File: config.mk
export PLATFORM = sky130hd
export DESIGN_NAME = dle_frame_receiver_checker_core
export DESIGN_NICKNAME = d
export VERILOG_FILES = /design/src/rtl/core/dlefrc_pkg.sv /design/src/rtl/core/dlefrc_parse.sv /design/src/rtl/core/dlefrc_out_reg.sv /design/src/rtl/core/dle_frame_receiver_checker_core.sv
export SDC_FILE = /design/constraint.sdc
export NUM_CORES = 1
export LEC_CHECK = 0
export ABC_CLOCK_PERIOD_IN_PS = 5600
export BUFFER_PORTS_ARGS = -buffer_cell sky130_fd_sc_hd__clkbuf_2
export CAP_MARGIN = 20
export CORE_MARGIN = 1
export CORE_UTILIZATION = 46
export DETAILED_ROUTE_END_ITERATION = 16
export PLACE_DENSITY = 0.76
export SLEW_MARGIN = 10
export SYNTH_ARGS = -nofsm -noshare
export SYNTH_HDL_FRONTEND = slang
export SYNTH_SLANG_ARGS = --single-unit
File: constraint.sdc
create_clock -name aclk -period 5.6 [get_ports aclk]
set_input_delay 1.12 -clock aclk [delete_from_list [all_inputs] [get_ports aclk]]
set_output_delay 1.12 -clock aclk [all_outputs]
set_load 0.01 [all_outputs]
File: src/rtl/core/dlefrc_pkg.sv
// shared types and constants of the dle frame receiver and checker
package dlefrc_pkg;

    localparam logic [7:0] MARK_STX = 8'h02;
    localparam logic [7:0] MARK_ETX = 8'h03;
    localparam logic [7:0] MARK_DLE = 8'h10;

    localparam int unsigned CFG_W   = 15;
    localparam int unsigned TDATA_W = 72;

    typedef enum logic [2:0] {
        STAT_OK       = 3'd0,
        STAT_CHECKSUM = 3'd1,
        STAT_LENGTH   = 3'd2,
        STAT_TRUNC    = 3'd3,
        STAT_OVERRUN  = 3'd4
    } status_t;

    typedef struct packed {
        logic        item_kind;
        logic [7:0]  body_byte;
        logic [14:0] body_index;
        status_t     status;
        logic [7:0]  seq_counter;
        logic [7:0]  msg_type;
        logic [7:0]  unit_number;
        logic [1:0]  response_kind;
        logic [15:0] body_length;
    } result_t;

    typedef struct packed {
        logic    valid;
        result_t data;
    } result_bus_t;

endpackage

File: src/rtl/core/dlefrc_parse.sv
// frame hunting, destuffing, header parsing and end-of-frame verdict
module dlefrc_parse
    import dlefrc_pkg::*;
#(
    parameter int unsigned MAX_FRAME_LEN = 4096
) (
    input  logic             aclk,
    input  logic             aresetn,
    input  logic             acc,
    input  logic [7:0]       rx_byte,
    input  logic             cfg_valid,
    input  logic [CFG_W-1:0] cfg_data,
    output result_bus_t      res
);

    localparam int unsigned POS_W = $clog2(MAX_FRAME_LEN + 1);
    localparam logic [POS_W-1:0] MAX_POS = POS_W'(MAX_FRAME_LEN);

    localparam logic [7:0] CH_LA = "a";
    localparam logic [7:0] CH_LN = "n";
    localparam logic [7:0] CH_LB = "b";
    localparam logic [7:0] CH_LQ = "q";
    localparam logic [7:0] CH_LC = "c";
    localparam logic [7:0] CH_LF = "f";
    localparam logic [7:0] CH_UA = "A";
    localparam logic [7:0] CH_UN = "N";
    localparam logic [7:0] CH_UB = "B";
    localparam logic [7:0] CH_UF = "F";

    typedef enum logic [2:0] {
        ST_HUNT0 = 3'b001,
        ST_HUNT1 = 3'b010,
        ST_FRAME = 3'b100
    } state_t;

    function automatic logic has_unit(input logic [7:0] t);
        has_unit = (t == CH_LA) || (t == CH_LN) || (t == CH_LB) ||
                   (t == CH_LQ) || (t == CH_LC) || (t == CH_LF);
    endfunction

    state_t           state_reg, state_next;
    logic             esc_reg, esc_next;
    logic [POS_W-1:0] pos_reg, pos_next;
    logic [31:0]      sum_reg, sum_next;
    logic [31:0]      lf_reg, lf_next;
    logic [7:0]       cnt_reg, cnt_next;
    logic [7:0]       type_reg, type_next;
    logic [7:0]       unit_reg, unit_next;
    logic [15:0]      len_reg, len_next;
    logic             ovr_reg, ovr_next;
    logic             len_err_reg, len_err_next;
    logic [1:0]       kept_rk_reg, kept_rk_next;
    logic [7:0]       kept_unit_reg, kept_unit_next;
    logic [CFG_W-1:0] max_len_reg;

    logic             store;
    logic             do_verdict;
    logic [POS_W-1:0] hs;
    logic [POS_W-1:0] body_off;
    logic [15:0]      new_len;
    logic             hdr_len_bad;
    status_t          verdict_st;

    always_comb begin
        state_next     = state_reg;
        esc_next       = esc_reg;
        pos_next       = pos_reg;
        sum_next       = sum_reg;
        lf_next        = lf_reg;
        cnt_next       = cnt_reg;
        type_next      = type_reg;
        unit_next      = unit_reg;
        len_next       = len_reg;
        ovr_next       = ovr_reg;
        len_err_next   = len_err_reg;
        kept_rk_next   = kept_rk_reg;
        kept_unit_next = kept_unit_reg;
        store          = 1'b0;
        do_verdict     = 1'b0;
        verdict_st     = STAT_OK;
        res.valid      = 1'b0;

        hs          = has_unit(type_reg) ? POS_W'(5) : POS_W'(4);
        body_off    = pos_reg - hs;
        new_len     = {rx_byte, len_reg[7:0]};
        hdr_len_bad = len_reg[15] || (len_reg[14:0] > max_len_reg);

        if (acc) begin
            unique case (state_reg)
                ST_HUNT0: begin
                    if (rx_byte == MARK_STX) begin
                        state_next = ST_HUNT1;
                    end
                end
                ST_HUNT1: begin
                    if (rx_byte == MARK_STX) begin
                        state_next   = ST_FRAME;
                        esc_next     = 1'b0;
                        pos_next     = '0;
                        sum_next     = '0;
                        lf_next      = '0;
                        cnt_next     = '0;
                        type_next    = '0;
                        unit_next    = '0;
                        len_next     = '0;
                        ovr_next     = 1'b0;
                        len_err_next = 1'b0;
                    end
                end
                ST_FRAME: begin
                    if (esc_reg) begin
                        esc_next = 1'b0;
                        store    = 1'b1;
                    end else if (rx_byte == MARK_DLE) begin
                        esc_next = 1'b1;
                    end else if (rx_byte == MARK_ETX) begin
                        do_verdict = 1'b1;
                        state_next = ST_HUNT0;
                    end else if (rx_byte != MARK_STX) begin
                        store = 1'b1;
                    end
                end
                default: begin
                    state_next = ST_HUNT0;
                end
            endcase
        end

        if (store) begin
            if (pos_reg >= MAX_POS) begin
                ovr_next = 1'b1;
            end else begin
                sum_next = sum_reg + 32'(lf_reg[7:0]);
                lf_next  = {rx_byte, lf_reg[31:8]};
                pos_next = pos_reg + POS_W'(1);
                if (pos_reg == POS_W'(0)) begin
                    cnt_next = rx_byte;
                end else if (pos_reg == POS_W'(1)) begin
                    type_next = rx_byte;
                end else if (pos_reg < hs) begin
                    if ((hs == POS_W'(5)) && (pos_reg == POS_W'(2))) begin
                        unit_next = rx_byte;
                    end else if (pos_reg == hs - POS_W'(2)) begin
                        len_next[7:0] = rx_byte;
                    end else begin
                        len_next[15:8] = rx_byte;
                        if (new_len[15] || (new_len[14:0] > max_len_reg)) begin
                            len_err_next = 1'b1;
                        end
                    end
                end else if (!len_err_reg && (17'(body_off) < 17'(len_reg))) begin
                    res.valid = 1'b1;
                end
            end
        end

        if (do_verdict) begin
            res.valid = 1'b1;
            if (ovr_reg) begin
                verdict_st = STAT_OVERRUN;
            end else if (pos_reg < POS_W'(4)) begin
                verdict_st = STAT_TRUNC;
            end else if (sum_reg != lf_reg) begin
                verdict_st = STAT_CHECKSUM;
            end else if (17'(pos_reg) < 17'(hs) + 17'd4) begin
                verdict_st = STAT_TRUNC;
            end else begin
                if (has_unit(type_reg)) begin
                    kept_unit_next = unit_reg;
                end
                case (type_reg) inside
                    CH_UA, CH_LA, CH_UN, CH_LN, CH_UB, CH_LB: kept_rk_next = 2'd1;
                    CH_LC, CH_UF, CH_LF:                      kept_rk_next = 2'd2;
                    default:                                  kept_rk_next = kept_rk_reg;
                endcase
                if (hdr_len_bad) begin
                    verdict_st = STAT_LENGTH;
                end else if (17'(pos_reg) < 17'(hs) + 17'(len_reg) + 17'd4) begin
                    verdict_st = STAT_TRUNC;
                end else begin
                    verdict_st = STAT_OK;
                end
            end
        end

        res.data.item_kind     = do_verdict;
        res.data.body_byte     = do_verdict ? 8'h00 : rx_byte;
        res.data.body_index    = do_verdict ? 15'd0 : 15'(body_off);
        res.data.status        = verdict_st;
        res.data.seq_counter   = cnt_reg;
        res.data.msg_type      = type_reg;
        res.data.unit_number   = kept_unit_next;
        res.data.response_kind = kept_rk_next;
        res.data.body_length   = len_reg;
    end

    always_ff @(posedge aclk) begin
        if (!aresetn) begin
            state_reg     <= ST_HUNT0;
            esc_reg       <= 1'b0;
            pos_reg       <= '0;
            sum_reg       <= '0;
            lf_reg        <= '0;
            cnt_reg       <= '0;
            type_reg      <= '0;
            unit_reg      <= '0;
            len_reg       <= '0;
            ovr_reg       <= 1'b0;
            len_err_reg   <= 1'b0;
            kept_rk_reg   <= '0;
            kept_unit_reg <= '0;
            max_len_reg   <= CFG_W'(4096);
        end else begin
            state_reg     <= state_next;
            esc_reg       <= esc_next;
            pos_reg       <= pos_next;
            sum_reg       <= sum_next;
            lf_reg        <= lf_next;
            cnt_reg       <= cnt_next;
            type_reg      <= type_next;
            unit_reg      <= unit_next;
            len_reg       <= len_next;
            ovr_reg       <= ovr_next;
            len_err_reg   <= len_err_next;
            kept_rk_reg   <= kept_rk_next;
            kept_unit_reg <= kept_unit_next;
            if (cfg_valid) begin
                max_len_reg <= cfg_data;
            end
        end
    end

`ifndef SYNTH
    a_pos_bound: assert property (@(posedge aclk) disable iff (!aresetn)
        pos_reg <= MAX_POS)
        else $error("frame position past limit");

    a_verdict_rehunt: assert property (@(posedge aclk) disable iff (!aresetn)
        (res.valid && res.data.item_kind) |=> (state_reg == ST_HUNT0))
        else $error("verdict did not restart hunting");

    a_body_len_ok: assert property (@(posedge aclk) disable iff (!aresetn)
        (res.valid && !res.data.item_kind) |-> (!len_err_reg && !len_reg[15]))
        else $error("body word with invalid length");

    a_body_in_frame: assert property (@(posedge aclk) disable iff (!aresetn)
        (res.valid && !res.data.item_kind) |-> (state_reg == ST_FRAME))
        else $error("body word outside a frame");
`endif

endmodule

File: src/rtl/core/dlefrc_out_reg.sv
// result register and output stream packing
module dlefrc_out_reg
    import dlefrc_pkg::*;
(
    input  logic               aclk,
    input  logic               aresetn,
    input  result_bus_t        res,
    input  logic               acc,
    output logic               res_ready,
    output logic               m_tvalid,
    input  logic               m_tready,
    output logic [TDATA_W-1:0] m_tdata,
    output logic               m_tlast,
    output logic [0:0]         m_tuser
);

    logic    valid_reg;
    result_t data_reg;

    assign res_ready = !valid_reg || m_tready;

    always_ff @(posedge aclk) begin
        if (!aresetn) begin
            valid_reg <= 1'b0;
        end else if (res_ready) begin
            valid_reg <= acc && res.valid;
        end
    end

    always_ff @(posedge aclk) begin
        if (res_ready) begin
            data_reg <= res.data;
        end
    end

    assign m_tvalid = valid_reg;
    assign m_tlast  = data_reg.item_kind;
    assign m_tuser  = data_reg.item_kind;
    assign m_tdata  = {4'h0,
                       data_reg.body_length,
                       data_reg.response_kind,
                       data_reg.unit_number,
                       data_reg.msg_type,
                       data_reg.seq_counter,
                       data_reg.status,
                       data_reg.body_index,
                       data_reg.body_byte};

endmodule

File: src/rtl/core/dle_frame_receiver_checker_core.sv
// top level of the dle frame receiver and checker
// s_ channel: one raw line byte per word; bytes are dropped until two stx
// marks arrive, then dle escapes are removed and an unescaped etx ends the frame.
// m_ channel: one word per emitted body byte (tuser 0) and one end-of-frame
// verdict word per frame (tuser 1, tlast 1) carrying status and header fields.
// body words stream out before the verdict, so a consumer keeps them only
// when the verdict status is ok.
// cfg_ channel: writes max_body_len; cfg_ready is always high, write only
// while no frame is in progress.
// a result word is registered and appears on m_ in the cycle after its byte is taken.
// throughput: one byte per cycle while the result register can take a new word;
// a stalled m_ side holds the result register and s_tready drops with it;
// when the result register is draining or empty a new byte is taken at once.
// reset: hunts for stx, max_body_len returns to 4096, kept unit and
// response kind return to zero, no word is pending.
module dle_frame_receiver_checker_core
    import dlefrc_pkg::*;
#(
    parameter int unsigned MAX_FRAME_LEN = 4096
) (
    input  logic               aclk,
    input  logic               aresetn,
    input  logic               s_tvalid,
    output logic               s_tready,
    input  logic [7:0]         s_tdata,   // rx_byte
    output logic               m_tvalid,
    input  logic               m_tready,
    // body_byte, body_index, status, seq_counter, msg_type, unit_number,
    // response_kind, body_length, zero fill
    output logic [TDATA_W-1:0] m_tdata,
    output logic               m_tlast,   // last_of_frame
    output logic [0:0]         m_tuser,   // item_kind
    input  logic               cfg_valid,
    output logic               cfg_ready,
    input  logic [CFG_W-1:0]   cfg_data   // max_body_len
);

    result_bus_t res;
    logic        res_ready;
    logic        acc;

    assign s_tready  = res_ready;
    assign acc       = s_tvalid && res_ready;
    assign cfg_ready = 1'b1;

    dlefrc_parse #(
        .MAX_FRAME_LEN(MAX_FRAME_LEN)
    ) u_parse (
        .aclk     (aclk),
        .aresetn  (aresetn),
        .acc      (acc),
        .rx_byte  (s_tdata),
        .cfg_valid(cfg_valid),
        .cfg_data (cfg_data),
        .res      (res)
    );

    dlefrc_out_reg u_out (
        .aclk     (aclk),
        .aresetn  (aresetn),
        .res      (res),
        .acc      (acc),
        .res_ready(res_ready),
        .m_tvalid (m_tvalid),
        .m_tready (m_tready),
        .m_tdata  (m_tdata),
        .m_tlast  (m_tlast),
        .m_tuser  (m_tuser)
    );

endmodule
Word-level counts from Yosys, hierarchy flattened

Cells that the tools add are included.

Register bits after elaboration: 218
Input bits: 28
Output and inout bits: 77

$add $sub $neg: 7
Order comparisons: 8
Eq/ne operators: 27
Mux-type cells: 112
Bitwise logic cells: 1
Reductions and logical operators: 21

Operator list:

| kind                                                      | number |
|---|---|
| two-way mux 32 bit                                        | 10 |
| two-way mux 8 bit                                         | 30 |
| two-way mux 16 bit                                        | 9 |
| equality test 8 x 7 -> 1 bit, second input constant       | 10 |
| two-way mux 13 bit                                        | 5 |
| two-way mux 1 bit                                         | 38 |
| less-than comparator 13 x 17 -> 1 bit                     | 2 |
| adder 32 x 8 -> 32 bit                                    | 1 |
| != test 32 bit                                            | 1 |
| > comparator 15 bit                                       | 2 |
| two-way mux 3 bit                                         | 10 |
| adder 13 x 16 -> 17 bit                                   | 1 |
| adder 17 x 3 -> 17 bit, second input constant             | 1 |
| equality test 8 x 2 -> 1 bit, second input constant       | 2 |
| less-than comparator 13 x 16 -> 1 bit                     | 1 |
| two-way mux 2 bit                                         | 8 |
| adder 13 x 3 -> 14 bit, second input constant             | 1 |
| adder 13 x 1 -> 13 bit, second input constant             | 1 |
| equality test 13 x 1 -> 1 bit, second input constant      | 1 |
| equality test 13 bit                                      | 1 |
| equality test 13 x 2 -> 1 bit, second input constant      | 1 |
| equality test 13 x 3 -> 1 bit, second input constant      | 1 |
| greater-or-equal comparator 13 bit, second input constant | 1 |
| logical NOT 13 bit                                        | 1 |
| other kinds (23)                                          | 37 |

Depth between registers and ports, before layout

Gate-level depths: netlist of run 1.

Word-level depth: 18
Depth in mapped cells: 16

By module

Synthesis of run 1 repeated with hierarchy kept, for this count alone.

Cell total of the unflattened synthesis: 1184
Area, all modules: 10970.5 µm²

By module, submodules not included:

| module                          | times used | cells an instance | area an instance (µm²) |
|---|---|---|---|
| dlefrc_parse                    | 1          | 1102              | 8790.9 |
| dlefrc_out_reg                  | 1          | 79                | 2162.1 |
| dle_frame_receiver_checker_core | 1          | 3                 | 17.5 |

Least setup slack after synthesis of run 1

No wires, ideal clock.

Path type: input to register
Start point: input m_tready
End point: register u_out.data_reg (netlist bit u_out.m_tdata[50]) (data pin)
Library setup time: 274 ps
Data arrival time: 4634 ps
Required time: 5326 ps
Slack: 692 ps
Stages on the path: 6
Buffers on the path: 0
Path through: nand2b_1 -> nand3_1 -> or3_4 -> nand2b_4 -> o41ai_1 -> nand2_1

RTL lines:

| what                 | RTL line                              | source |
|---|---|---|
| from (decl)          | dle_frame_receiver_checker_core.sv:27 | `input logic m_tready,` |
| to (signal assigned) | dlefrc_out_reg.sv:32                  | `data_reg <= res.data;` |
| to (decl)            | dlefrc_out_reg.sv:18                  | `result_t data_reg;` |

Worst setup path in the final report of run 1

Start point: register u_parse.type_reg[2]
End point: register u_out.data_reg (netlist bit u_out.m_tdata[24]) (data pin)

Word-level cells in the longest chain between the ends: 15

Ends and longest elaborated chain:

| what                                  | RTL line            | source |
|---|---|---|
| from (decl)                           | dlefrc_parse.sv:47  | `logic [7:0] type_reg, type_next;` |
| from (signal assigned)                | dlefrc_parse.sv:220 | `type_reg <= type_next;` |
| equality test 8 x 7 -> 1 bit          | dlefrc_parse.sv:37  | `has_unit = (t == CH_LA) \|\| (t == CH_LN) \|\| (t == CH_LB) \|\|` |
| logical OR 1 bit (3 in series)        | dlefrc_parse.sv:37  |  |
| logical OR 1 bit                      | dlefrc_parse.sv:38  | `(t == CH_LQ) \|\| (t == CH_LC) \|\| (t == CH_LF);` |
| logical OR 1 bit *                    | dlefrc_parse.sv:38  |  |
| two-way mux 1 bit *                   | dlefrc_parse.sv:83  | `hs = has_unit(type_reg) ? POS_W'(5) : POS_W'(4);` |
| adder 13 x 16 -> 17 bit               | dlefrc_parse.sv:178 | `end else if (17'(pos_reg) < 17'(hs) + 17'(len_reg) + 17'd4) begin` |
| adder 17 x 3 -> 17 bit                | dlefrc_parse.sv:178 |  |
| less-than comparator 13 x 17 -> 1 bit | dlefrc_parse.sv:178 |  |
| two-way mux 2 bit                     | dlefrc_parse.sv:178 |  |
| two-way mux 3 bit                     | dlefrc_parse.sv:176 | `if (hdr_len_bad) begin` |
| two-way mux 3 bit *                   | dlefrc_parse.sv:165 | `end else if (17'(pos_reg) < 17'(hs) + 17'd4) begin` |
| two-way mux 3 bit *                   | dlefrc_parse.sv:163 | `end else if (sum_reg != lf_reg) begin` |
| two-way mux 3 bit *                   | dlefrc_parse.sv:161 | `end else if (pos_reg < POS_W'(4)) begin` |

Every way passes the cells marked *; elsewhere a longest branch is shown, timed or not.
A chain may end at the register's enable or synchronous reset.

==> impl_metrics.tcl, run 1 <==
set metrics [dict create \
    vias_per_cell 5.67 \
    startpoint_type "flip-flop" \
    synth_edf_count 67 \
    cap_violations 0 \
    cp_slowest_stage_delay_ns 0.72 \
    placed_area_um2 11300 \
    cpMostUsedCell "ha_1" \
    cts_tree "yes" \
    clockBufferDepth 3 \
    synth-seq-area-share_pct 47.3 \
    post_cts_buffers 0 \
    critPathCaptureType "flip-flop" \
    grt_pass1_vias 7997 \
    cts-resized-gates 0 \
    dp_slack_ns 1.40 \
    dp_cells 1455 \
    rows 55 \
    dr_total_vias 8475 \
    holdWs_ns 0.432 \
    grt_max_degree 61 \
    die_width_um 154 \
    synth_common_cells "149 x dfxtp_1, 135 x nand2_1, 81 x a21oi_1, 67 x edfxtp_1, 64 x nor2_1" \
    wirelength_mm 26.0 \
    crit_family "compound AO/OA/AOI/OAI gates" \
    internal-power_mw 2.49 \
    final_nets 1286 \
    grt-ovfl-total 0 \
    crit_fanout 6 \
    utilization_pct 53.0 \
    drtAntennaViolNets 0 \
    clkLatencyLatePin_ns 0.51 \
    yosys.cell_types.count 63 \
    numPortBuffers 97 \
    yosysWarnings 0 \
    h-tree-depth 1 \
    slowest_stage "a222oi_1" \
    drc 0 \
    finalInstanceArea_um2 12000 \
    hold_class "reg -> reg" \
    die_area_um2 23600 \
    critPathBufInv 1 \
    path_clk_slew_ns 0.06 \
    fin_crit_ns 4.35 \
    syn-cell-area_um2 10600 \
    ys_seq_elements 216 \
    vdd_ir_drop_max_uv 191 \
    initial_core_util_pct 46.8 \
    core_um2 22600 \
    worstPathArrival_ns 4.67 \
    swShare_pct 21.1 \
    avgSynthCellArea_um2 9.40 \
    finalSetupViolations 0 \
    rsz0062_at_grt "false" \
    numCtsBuffers 22 \
    ys.flop_type "dfxtp_1" \
    finalSetupTns_ns 0 \
    fmax_mhz 230 \
    grt_pass1_wl_mm 41.9 \
    antennaDiodeCount 0 \
    clkPwrFrac_pct 45.4 \
    power.switching_uw 665 \
    crit_chain "inv_1, a222oi_1, and2_1, ha_1, ha_1, a21oi_1, nor2_1, nand2_1, xnor2_1, ha_1, a21o_1, a211oi_1, a2111oi_0, a21oi_1, nor4bb_1, o32ai_1" \
    root_buffer "clkbuf_16" \
    antenna_found_initial 0 \
    final_cell_count_no_fill 1496 \
    async_flop_share_pct 0 \
    slew_headroom_pct 35.0 \
    drive_gt1_share_pct 13.6 \
    synth_area_leaders "dfxtp_1 28%, edfxtp_1 19%, ha_1 7.3%" \
    area_delta_synth_final_pct 13.2 \
    place_hpwl_mm 18.2 \
    synth_area_leader_cell "dfxtp_1" \
    status "complete, no violations" \
    timing.final.crit_share_pct 77.7 \
    largest_register_ffs 66 \
    finalHoldViolations 0 \
    tightest_slew_ns 0.971 \
    grt_usage_pct 22.1 \
    io_pins 105 \
    synth_most_common_cell "dfxtp_1" \
    cp.required_ns 5.92 \
    routabilityCongestion 0.924 \
    skew_ns 0.00961 \
    power.density_nw_per_um2 264 \
    yosys.area.top_type_share_pct 28.2 \
    die_h_um 154 \
    firstDrtPassIters 5 \
    comb_power_share_pct 3.3 \
    synth_cells 1125 \
    first_iter_violations 686 \
    fin_ws_ns 1.25 \
    p_leak_nw 4.72 \
    hold_buffers 0 \
    routedWlPerCell_um 17.4 \
    crit_type "reg -> reg" \
    power.total_mw 3.16 \
    drv_slew 0 \
    p_seq_share_pct 51.2 \
    cts_sinks 216 \
]
-- power groups by stage --
stage	combinational, mW	clock, mW	sequential (mW)
final	0.105	1.43	1.62
after global routing	0.114	1.51	1.62
after CTS	0.105	1.46	1.62
after detailed placement	0.104	0	1.65
after global placement	0.101	0	1.65
after floorplan	0.0672	0	1.65
-- per-layer routing --
metal  up-vias  wire length (µm)  global-route usage [%]
li1       4129                 -                       -
met1      4017             11600                    29.8
met2       279             12300                    36.3
met3        50              1420                    2.85
met4         0               732                    8.00
met5         -                 0                       0
-- final cells by class --
class                           count  area (µm²)
Fill cell                        2061       10600
Clock inverter                      9        91.3
Inverter                           48         180
Tap cell                          285         357
Timing Repair Buffer              111         591
Sequential cell                   216        4990
Multi-Input combinational cell    796        5140
Clock buffer                       31         606
-- cells in the final DEF, fill, tap and decap left out, types with 17 or more instances in the layout --
| cell type | instances |
|---|---|
| clkbuf_2 | 97 |
| o21ai_0 | 43 |
| ha_1 | 62 |
| a21oi_1 | 81 |
| clkbuf_16 | 23 |
| nand3_1 | 62 |
| nand2_1 | 134 |
| mux2i_1 | 25 |
| nor2_1 | 63 |
| nand4_1 | 19 |
| edfxtp_1 | 67 |
| dfxtp_1 | 149 |
| xnor2_1 | 47 |
| inv_1 | 48 |
| nor2b_1 | 18 |
| o211ai_1 | 17 |
-- cell families (layout without fill, tap and decap cells) --
group | Yosys count | after routing | share of synthesized area (%)
flip-flops | 216 | 216 | 47.3
buffers and inverters | 118 | 199 | 4.51
XOR/XNOR | 60 | 60 | 4.97
adder cells (fa/ha/maj) | 63 | 63 | 7.53
AND/OR/NAND/NOR | 421 | 421 | 20.1
multiplexers | 33 | 33 | 3.22
AO/OA/AOI/OAI | 212 | 212 | 12.3
other | 2 | 7 | 0.0710
-- path summary, 6_finish.rpt --
check                      start                end  slack (ns)  depth (start not counted)
max          u_parse.type_reg[2]  u_out.m_tdata[24]        1.25                         16
min reg2reg   u_parse.cnt_reg[7]  u_out.m_tdata[33]        0.43                          0
max reg2reg  u_parse.type_reg[2]  u_out.m_tdata[24]        1.25                         16
min           u_parse.cnt_reg[7]  u_out.m_tdata[33]        0.43                          0
(Power assumes the default switching activity.)
==> inputs of run 2 (changes only) <==
- ABC_AREA: unset -> 1
- ABC_CLOCK_PERIOD_IN_PS: 5600 -> 4270
- PLACE_DENSITY: 0.76 -> 0.75
- clock period: 5.6 -> 4.27 ns (I/O delays scaled with it)
==> run 2 against run 1 <==
Sequential power is 31% higher. Power rose by 42%. Worst hold slack improved by 0.0022 ns. Core utilization grew 0.85 points. Die area grew 9.9%. Synthesized area rose by 10%. Largest cell class unchanged. Non-clock buffer count shrank 2. Clock-buffer cell count fell by 3. Register-to-register slack got worse by 0.28 ns. Clock skew down 0.00094 ns. Largest power group is now clock.
==> impl_metrics.tcl, run 2 <==
set metrics [dict create \
    yosys.area.top_type_share_pct 25.6 \
    area_delta_synth_final_pct 13.5 \
    drtAntennaViolNets 0 \
    wirelength_mm 30.4 \
    status "complete, no violations" \
    finalHoldViolations 0 \
    firstDrtPassIters 6 \
    grt_usage_pct 23.5 \
    numCtsBuffers 24 \
    final_cell_count_no_fill 1950 \
    crit_fanout 5 \
    dp_cells 1906 \
    die_width_um 161 \
    vdd_ir_drop_max_uv 263 \
    first_iter_violations 1014 \
    dr_total_vias 10300 \
    holdPathStages 0 \
    slew_headroom_pct 38.7 \
    crit_type "reg -> reg" \
    initial_core_util_pct 47.4 \
    yosysWarnings 0 \
    fmax_mhz 303 \
    cap_violations 0 \
    finalSetupViolations 0 \
    ys_seq_elements 216 \
    post_cts_buffers 0 \
    reg2regPathDepth 19 \
    rsz0062_at_grt "false" \
    routabilityCongestion 0.956 \
    die_area_um2 25900 \
    synth_cells 1526 \
    async_flop_share_pct 0 \
    root_buffer "clkbuf_16" \
    final_nets 1699 \
    clkLatencyLatePin_ns 0.52 \
    antenna_found_initial 0 \
    yosys.cell_types.count 47 \
    routedWlPerCell_um 15.6 \
    io_pins 105 \
    hold_class "reg -> reg" \
    final_cell_mix "321 x nand2_1, 211 x nor2_1, 208 x inv_1, 149 x dfxtp_1, 108 x a21oi_1" \
    p_leak_nw 5.87 \
    vias_per_cell 5.26 \
    cts-resized-gates 0 \
    synth_most_common_cell "nand2_1" \
    h-tree-depth 1 \
    fin_crit_ns 3.30 \
    startpoint_type "flip-flop" \
    synth_area_leader_cell "dfxtp_1" \
    drv_slew 0 \
    clockBufferDepth 3 \
    tightest_slew_ns 0.916 \
    antennaDiodeCount 0 \
    path_clk_slew_ns 0.06 \
    drc 0 \
    numPortBuffers 97 \
    core_um2 24500 \
    synth_common_cells "322 x nand2_1, 211 x nor2_1, 208 x inv_1, 149 x dfxtp_1, 108 x a21oi_1" \
    final_common_cell "nand2_1" \
    grt_pass1_vias 9431 \
    ys.flop_type "dfxtp_1" \
    critPathCaptureType "flip-flop" \
    die_h_um 161 \
    hold_buffers 0 \
    cts_sinks 216 \
    rows 57 \
    cp.required_ns 4.54 \
    synth_edf_count 67 \
    worstPathArrival_ns 3.58 \
    syn-cell-area_um2 11600 \
    grt-ovfl-total 0 \
    timing.final.crit_share_pct 77.3 \
    largest_register_ffs 66 \
    drive_gt1_share_pct 12.6 \
    cts_tree "yes" \
    place_hpwl_mm 22.5 \
    skew_ns 0.00867 \
    grt_max_degree 71 \
    finalSetupTns_ns 0 \
    synth_area_leaders "dfxtp_1 26%, edfxtp_1 17%, nand2_1 10%" \
    avgSynthCellArea_um2 7.62 \
    synth-seq-area-share_pct 42.9 \
    power.density_nw_per_um2 340 \
    grt_pass1_wl_mm 48.8 \
]
run 2: cell types whose count changed in the layout (fill, tap and decap cells not counted), sizes merged, moves of 25 or more:
cell and delta:
a211oi +27, nor2 +155, a21oi +27, xnor2 -35
inv +171, o21ai +44, mux2i -25, nand2 +191
run 2: layout make-up:
cell class / count / area (µm²)
sequential: 216 / 4990
tap: 324 / 405
clock inverter: 16 / 209
inverter: 218 / 818
multi-input combinational: 1039 / 5530
clock buffer: 28 / 647
timing repair buffer: 109 / 601
fill: 2283 / 11300
run 2: critical path: stages, from the launching register on:
cell      delay [ns]
dfxtp_1         0.32
inv_1           0.11
nand2_1         0.08
nor2_1          0.19
o211ai_1        0.12
nand2_1         0.22
ha_1            0.24
ha_1            0.21
nand2_1         0.07
nand2_1         0.17
nand4_1         0.15
nor2_1          0.14
xor2_1          0.08
ha_1            0.29
inv_1           0.05
o31a_1          0.27
nand2_1         0.06
nand2_1         0.06
o21ai_0         0.14
a21oi_1         0.08
run 2: routing by layer:
metal / GRT usage [%] / vias up / share of wire, %
met5: 0 / - / 0
met4: 8.70 / 0 / 3.4
met3: 3.13 / 74 / 6.3
met2: 38.0 / 346 / 45
met1: 31.9 / 4718 / 45
li1: - / 5125 / -
run 2: final timing paths:
| path | from | end | slack [ns] |
|---|---|---|---|
| max | u_parse.type_reg[3] | u_out.m_tdata[24] | 0.97 |
| min | u_parse.type_reg[7] | u_out.m_tdata[41] | 0.43 |
| max reg2reg | u_parse.type_reg[3] | u_out.m_tdata[24] | 0.97 |
| min reg2reg | u_parse.type_reg[7] | u_out.m_tdata[41] | 0.43 |
run 2: report_power, final:
part	total, mW	internal (mW)	leakage (nW)	switching (mW)
Combinational	0.162	0.0474	3.49	0.115
Clock	2.21	1.34	0.410	0.868
Sequential	2.12	2.12	1.97	0.00530
run 2: through the flow:
stage | hold WS, ns | instance area (µm²) | power (mW) | util [%] | setup WS, ns
after global routing | 0.448 | 13200 | 4.63 | 53.8 | 0.550
final | 0.434 | 13200 | 4.49 | 53.8 | 0.967
after detailed placement | 0.419 | 12400 | 2.33 | 50.3 | 1.03
after floorplan | 0.408 | 11700 | 2.27 | - | 0.200
after CTS | 0.435 | 13200 | 4.51 | 53.8 | 1.01
after global placement | 0.414 | 12400 | 2.32 | 50.3 | 0.967
run 2: cells by family (layout without fill, tap and decap cells):
group,count (synthesis),in the layout,share of synthesized area (%)
other,2,7,0.0646
adder cells (fa/ha/maj),63,63,6.84
flip-flops,216,216,42.9
AND/OR/NAND/NOR,689,689,25.2
XOR/XNOR,38,38,2.86
buffers and inverters,276,371,9.69
AO/OA/AOI/OAI,242,242,12.4
